$ cat config.mk
export PLATFORM = sky130hd
export DESIGN_NAME = appd_sqrt
export DESIGN_NICKNAME = d
export VERILOG_FILES = /design/src/sv/assert_macros.svh /design/src/sv/appd_pkg.sv /design/src/sv/appd_sqrt.sv
export SDC_FILE = /design/constraint.sdc
export NUM_CORES = 2
export LEC_CHECK = 0
export ABC_AREA = 1
export BUFFER_PORTS_ARGS = -buffer_cell sky130_fd_sc_hd__buf_2
export CAP_MARGIN = 20
export CORE_MARGIN = 10
export CORE_UTILIZATION = 40
export DETAILED_ROUTE_END_ITERATION = 8
export PLACE_DENSITY = 0.55
export SETUP_SLACK_MARGIN = 0.5
export SYNTH_ARGS = -nofsm -noshare
export SYNTH_HDL_FRONTEND = slang
export SYNTH_MEMORY_MAX_BITS = 65536
export SYNTH_SLANG_ARGS = --single-unit
$ cat constraint.sdc
create_clock -name clock -period 29.7 [get_ports clock]
set_input_delay 5.94 -clock clock [delete_from_list [all_inputs] [get_ports clock]]
set_output_delay 5.94 -clock clock [all_outputs]
set_load 0.02 [all_outputs]
$ cat src/sv/assert_macros.svh
// ---------------------------------------------------------------------------
// assert_macros.svh
// assertion helpers for the top-level rtl file
// ---------------------------------------------------------------------------
`ifndef ASSERT_MACROS_SVH
`define ASSERT_MACROS_SVH

// plain property check on the rising clock edge, off during reset
`define APD_ASSERT(lbl, prop, msg) \
   lbl: assert property (@(posedge clock) disable iff (reset) (prop)) else $error(msg);

// implication check, consequent in the same cycle
`define APD_ASSERT_IMP(lbl, ante, cons, msg) \
   `APD_ASSERT(lbl, (ante) |-> (cons), msg)

`endif

$ cat src/sv/appd_pkg.sv
// ---------------------------------------------------------------------------
// appd_pkg
// shared constants and types for the box pair distance pipeline
// ---------------------------------------------------------------------------
`timescale 1ns / 1ps

package appd_pkg;

   localparam int COORD_BITS_DEF = 32;
   localparam int PAD_BITS       = 31;
   localparam int DIR_BITS       = 16;
   localparam int QUOT_BITS      = 16;
   localparam int FRAC_SHIFT     = 15;
   localparam logic [DIR_BITS-1:0] DIR_POS_MAX = 16'h7FFF;

   typedef struct packed {
      logic ok;
      logic ov;
   } flag_type;

   localparam int FLAG_BITS = $bits(flag_type);

endpackage

$ cat src/sv/appd_sqrt.sv
// ---------------------------------------------------------------------------
// appd_sqrt
// pipelined integer square root, one result bit per stage
// ---------------------------------------------------------------------------
`timescale 1ns / 1ps

module appd_sqrt #(
   parameter int COORD_BITS = appd_pkg::COORD_BITS_DEF,
   parameter int SIDE_BITS  = 8
) (
   input  logic clock,
   input  logic reset,
   input  logic in_valid,
   output logic in_stall,
   input  logic [2*COORD_BITS+1:0] in_rad,
   input  logic [SIDE_BITS-1:0] in_side,
   output logic out_valid,
   input  logic out_stall,
   output logic [COORD_BITS:0] out_root,
   output logic [SIDE_BITS-1:0] out_side
);
   import appd_pkg::*;

   localparam int CB = COORD_BITS;
   localparam int W  = 2*CB + 2;
   localparam int NS = CB + 1;
   localparam int RW = CB + 4;

   logic [NS-1:0] vld_ff;
   logic [NS:0]   hold;

   logic [RW-1:0]        rem_ff  [NS];
   logic [CB:0]          root_ff [NS];
   logic [W-1:0]         rad_ff  [NS];
   logic [SIDE_BITS-1:0] side_ff [NS];

   always_comb begin
      hold[NS] = out_stall;
      for (int i = NS - 1; i >= 0; i--) begin
         hold[i] = vld_ff[i] && hold[i+1];
      end
   end

   for (genvar s = 0; s < NS; s++) begin : g_stage
      logic [RW-1:0]        rem_prev, rem2, trial, rem_in;
      logic [CB:0]          root_prev, root_in;
      logic [W-1:0]         rad_prev;
      logic [SIDE_BITS-1:0] side_prev;
      logic                 vld_prev;

      if (s == 0) begin : g_first
         assign rem_prev  = '0;
         assign root_prev = '0;
         assign rad_prev  = in_rad;
         assign side_prev = in_side;
         assign vld_prev  = in_valid;
      end else begin : g_next
         assign rem_prev  = rem_ff[s-1];
         assign root_prev = root_ff[s-1];
         assign rad_prev  = rad_ff[s-1];
         assign side_prev = side_ff[s-1];
         assign vld_prev  = vld_ff[s-1];
      end

      always_comb begin
         rem2  = {rem_prev[RW-3:0], rad_prev[W-1:W-2]};
         trial = RW'({root_prev, 2'b01});
         if (rem2 >= trial) begin
            rem_in  = rem2 - trial;
            root_in = {root_prev[CB-1:0], 1'b1};
         end else begin
            rem_in  = rem2;
            root_in = {root_prev[CB-1:0], 1'b0};
         end
      end

      always_ff @(posedge clock) begin
         if (reset) begin
            vld_ff[s] <= 1'b0;
         end else if (!hold[s]) begin
            vld_ff[s] <= vld_prev;
         end
      end

      always_ff @(posedge clock) begin
         if (!hold[s]) begin
            rem_ff[s]  <= rem_in;
            root_ff[s] <= root_in;
            rad_ff[s]  <= {rad_prev[W-3:0], 2'b00};
            side_ff[s] <= side_prev;
         end
      end
   end

   assign in_stall  = hold[0];
   assign out_valid = vld_ff[NS-1];
   assign out_root  = root_ff[NS-1];
   assign out_side  = side_ff[NS-1];

endmodule

# [Word-level counts from Yosys, hierarchy flattened]
# Memory sizes are Yosys's and may differ from the RTL's.
# Index checks and enable logic that the tools add are counted.
[word_totals] out_inout_bits=43 ramBits=4653 ff_bits=33 mem_count=4
[mem_list] memory="rad_ff" words=33 width=64 rd=32 rd_clocked_by_memory_dff=0 wr=33 line="appd_sqrt.sv:34" source="logic [W-1:0] rad_ff [NS];"
[mem_list] memory="rem_ff" words=33 width=36 rd=32 rd_clocked_by_memory_dff=0 wr=33 line="appd_sqrt.sv:32" source="logic [RW-1:0] rem_ff [NS];"
[mem_list] memory="root_ff" words=33 width=33 rd=33 rd_clocked_by_memory_dff=0 wr=33 line="appd_sqrt.sv:33" source="logic [CB:0] root_ff [NS];"
[mem_list] memory="side_ff" words=33 width=8 rd=33 rd_clocked_by_memory_dff=0 wr=33 line="appd_sqrt.sv:35" source="logic [SIDE_BITS-1:0] side_ff [NS];"
[classes] n_addsub=33 n_reduce_logical=33 order_cmp=33 mux=99
[op_table] operator="2-to-1 mux 36 bit" n=33
[op_table] operator=">= comparator 36 x 35 -> 1 bit" n=32
[op_table] operator="subtractor 36 x 35 -> 36 bit" n=32
[op_table] operator="2-to-1 mux 1 bit" n=66
[op_table] operator="logical AND 1 bit" n=33
[op_table] operator="subtractor 2 x 1 -> 3 bit, second input constant" n=1
[op_table] operator=">= comparator 2 x 1 -> 1 bit, second input constant" n=1

# [Longest topological paths before layout]
[logic_depth] ltp_word=34 depth_mapped=26

# [Worst setup path before layout]
# OpenSTA, ideal clock, no wires.
[synth_timing] path_type="input to output" start="input out_stall" end="output in_stall" t_arrival_ps=18302 stages=18 n_path_buf=0 slack_ps=5458 t_required_ps=23760 path_cell_list="nand2_2 nor2_4 nand4_4 nor2_4 nand4_4 nor2_4 nand4_4 nor2_4 nand4_4 nor2_4 nand4_4 nor2_4 nand4_4 nor2_4 nand4_4 nor2_4 nand4_2 inv_1"
[synth_between] elab_chain_cells=33
[synth_lines] item="start, declared" line="appd_sqrt.sv:18" source="input logic out_stall,"
[synth_lines] item="logical AND 1 bit (33 in a row)" line="appd_sqrt.sv:40" source="hold[i] = vld_ff[i] && hold[i+1];"
[synth_lines] item="end, declared" line="appd_sqrt.sv:14" source="output logic in_stall,"
# Every way passes these cells.

# [Worst setup path in the final report]
# Same ends and word-level chain as after synthesis.

==> impl_metrics.yaml <==
placement:
  hpwl_um: 217500
  place_ws_ns: 10.74
  dp.cells: 15180
  io_buffers: 120
  gp_congestion: 0.8954
clocking:
  clock-root-buffer: "clkbuf_16"
  cts.sinks: 2951
  post_cts_buffers: 0
  holdBufCountCts: 0
  cts_resized: 0
  cts_tree: "built"
  htree_levels: 5
  clk_latency_ns: 0.92
  clk_pin_slew_worst_paths_ns: 0.06
  cts.path.max_buffers: 4
  numCtsBuffers: 317
sta:
  setup_tns_ns: 0
  hold_viol: 0
  worst_pin_slew_ns: 1.151
  fin_crit_ns: 18.58
  finalMaxSlewViolations: 0
  fmaxAchievable_mhz: 53.81
  slew_headroom_pct: 23.28
  skew_ns: 0.06143
  setup_violations: 0
  rsz0062_at_grt: "no"
  finalWorstSetupSlack_ns: 11.12
  min_period_over_period_pct: 62.57
worst_setup_path:
  arrival_ns: 12.64
  startpoint_type: "primary input"
  critPathCaptureType: "primary output"
  slowest_stage: "nand4_4"
  path_cells: "buf_2, nand2_2, nor2_4, nand4_4, nor2_4, nand4_4, nor2_4, nand4_4, nor2_4, nand4_4, nor2_4, nand4_4, nor2_4, nand4_4, buf_4, nor2_4, nand4_4, nor2_4, nand4_4, inv_1, buf_2"
  criticalPathCategory: "in -> out"
  worstPathRequired_ns: 23.76
  critPathBufInv: 4
  r2r_setup_slack_ns: 22.22
  critPathMaxStageDelay_ns: 0.56
  path_max_fanout: 43
  crit_family: "simple AND/OR/NAND/NOR gates"
synth:
  synthArstFlopShare_pct: 0
  synth_area_leaders: "edfxtp_1 (66%), ha_1 (5.6%), nand2_1 (4.1%)"
  syn-num-nets: 11430
  synth-xor-area-share_pct: 6.073
  synth-edff-count: 2918
  synth-simple-area-share_pct: 10.10
  synth_compound_area_share_pct: 7.049
  muxShareOfSynthArea_pct: 0.008506
  netlist_instances: 10760
  synth_seq_area_share_pct: 66.69
  netlist_area_um2: 132400
  synth_cell_types: 85
  yosys.area.top_type: "edfxtp_1"
  yosys_warnings: 0
  syn_avg_cell_area_um2: 12.31
  synthAdderAreaFrac_pct: 5.633
  ys.flop_type: "edfxtp_1"
  synth_top_family_by_area: "simple AND/OR/NAND/NOR gates"
  ys_ff_latch: 2951
  synth_top_area_share_pct: 66.19
floorplan:
  dieArea_um2: 354400
  fp.dieW_um: 595.3
  start_util_pct: 40.12
  core_region_area_um2: 330000
  ios: 121
  rows: 211
  fp.dieH_um: 595.3
final_layout:
  area_growth_pct: 12.31
  drive_gt1_share_pct: 7.605
  seq_area_um2: 88280
  fin_nets: 11800
  n_fill_cell: 29710
  instances_no_fill: 15760
  multiInputGateArea_um2: 38290
route:
  firstDrtPassIters: 6
  drt_iter0_drc: 4817
  vias: 77090
  wirelength_um: 284600
  drc: 0
  post_drt_via_cell_ratio: 4.892
  ant_nets: 0
  post_drt_wl_per_cell_um: 18.06
global_routing:
  antenna_found_initial: 2
  busiest_layer: "met2"
  overflow: 0
  first_global_vias: 77960
  grt_pass1_wl_um: 443400
  grtUsageMet1_pct: 18.41
  track_usage_pct: 15.62
  grt_util_met2_pct: 29.08
  grt_max_degree: 80
  met3_usage_pct: 1.837
power_and_ir_drop:
  power_frac_clock_pct: 33.5
  p_comb_share_pct: 15.7
  powerDensity_nw_per_um2: 77.68
  switchingPower_mw: 3.264
  vdd_drop_max_mv: 0.05630
  switching_share_pct: 28.26
  intPower_mw: 8.285
  p_leak_nw: 61.01
  seqPwrFrac_pct: 50.8
run_status:
  status: "finished clean"
worst_hold_path:
  min_path_type: "reg -> reg"
job:
  maxCapViolations: 0
-- layer usage --
layer / up-vias / part of all wire [%]
li1: 38440 / -
met1: 36760 / 40
met2: 1398 / 52
met3: 496 / 3.3
met4: 0 / 4.1
met5: - / 0
-- layout by cell type, fill, tap and decap left out, drive strengths merged, types with 22 or more instances in the layout --
| cell | n |
|---|---|
| edfxtp | 2918 |
| nand2 | 1483 |
| inv | 1434 |
| nor2 | 844 |
| o21ai | 722 |
| a21oi | 709 |
| ha | 596 |
| xor2 | 491 |
| xnor2 | 427 |
| clkbuf | 393 |
| nand3 | 282 |
| nor3 | 173 |
| buf | 165 |
| clkinv | 138 |
| nand4 | 111 |
| nor4 | 99 |
| a31oi | 54 |
| or2 | 42 |
| dfxtp | 33 |
| o211ai | 27 |
| a21boi | 27 |
| bufinv | 25 |
| o21bai | 25 |
| a21o | 22 |
-- layout make-up --
cell class                      instances  area share, %
Clock inverter                        183          1.260
Inverter                             1430          3.631
Multi-Input combinational cell       6265          25.76
Sequential cell                      2951          59.38
Clock buffer                          393          5.639
Tap cell                             4366          3.674
Antenna cell                            5       0.008416
Timing Repair Buffer                  165         0.6514
-- flip-flops by register name, summed over array words and instances, names as in the netlist --
register / count
g_stage.vld_prev: 32
out_valid: 1
root_ff: 561
rem_ff: 1037
rad_ff: 1056
side_ff: 264
-- metrics by stage --
| step | total power [mW] | hold WS (ns) | cell area, um2 | utilization [%] |
|---|---|---|---|---|
| 6_report | 11.55 | 0.3837 | 148700 | 45.05 |
| 5_1_grt | 12.16 | 0.3936 | 148700 | 45.05 |
| 4_1_cts | 11.70 | 0.3824 | 148600 | 45.03 |
| 3_5_place_dp | 7.776 | 0.4045 | 138400 | 41.93 |
| 3_3_place_gp | 7.755 | 0.4006 | 138300 | 41.92 |
| 2_1_floorplan | 7.085 | 0.4003 | 132400 | - |
-- final timing paths --
check	to	cells after the start	from
max reg2reg	rem_ff[0][72]	19	out_valid
min	rad_ff[0][315]	0	rad_ff[0][249]
min reg2reg	rad_ff[0][315]	0	rad_ff[0][249]
max	in_stall	21	out_stall
-- Yosys cell counts, types with 30 or more instances --
library cell	instances
nand3_1	274
ha_1	596
o21ai_0	634
or2_2	39
dfxtp_1	33
xnor2_1	427
a31oi_1	53
edfxtp_1	2918
buf_2	30
inv_1	1408
clkbuf_1	61
xor2_1	491
nor2_1	826
nor4_1	89
nand4_1	99
a21oi_1	682
o21ai_1	63
nor3_1	158
nand2_1	1457
-- cell families after synthesis --
logic type / after synthesis
and+or+nand+nor: 3065
DFF: 2951
AOI/OAI and AO/OA: 1684
buffers and inverters: 1539
xor gates and xnor gates: 918
adders and majority gates: 596
other: 1
muxes: 1
-- worst register-to-register path, stage by stage, from the launching register on --
cell	delay [ns]
dfxtp_1	0.33
nand2_2	0.08
nor2_4	0.12
nand4_4	0.31
nor2_4	0.26
nand4_4	0.39
nor2_4	0.28
nand4_4	0.45
nor2_4	0.31
nand4_4	0.52
nor2_4	0.34
nand4_4	0.55
nor2_4	0.42
nand4_4	0.11
buf_4	0.31
nor2_4	0.23
nand4_4	0.56
nor2_4	0.48
nand2_4	0.43
buf_4	0.51
-- power groups by stage --
stage          sequential, mW  combinational (mW)  clock [mW]
2_1_floorplan            5.72                1.37           0
3_3_place_gp             5.96                1.80           0
3_5_place_dp             5.96                1.82           0
4_1_cts                  5.88                1.83        3.99
5_1_grt                  5.94                2.06        4.16
6_report                 5.86                1.82        3.87
Note: power is estimated with default switching activity, not from simulation.
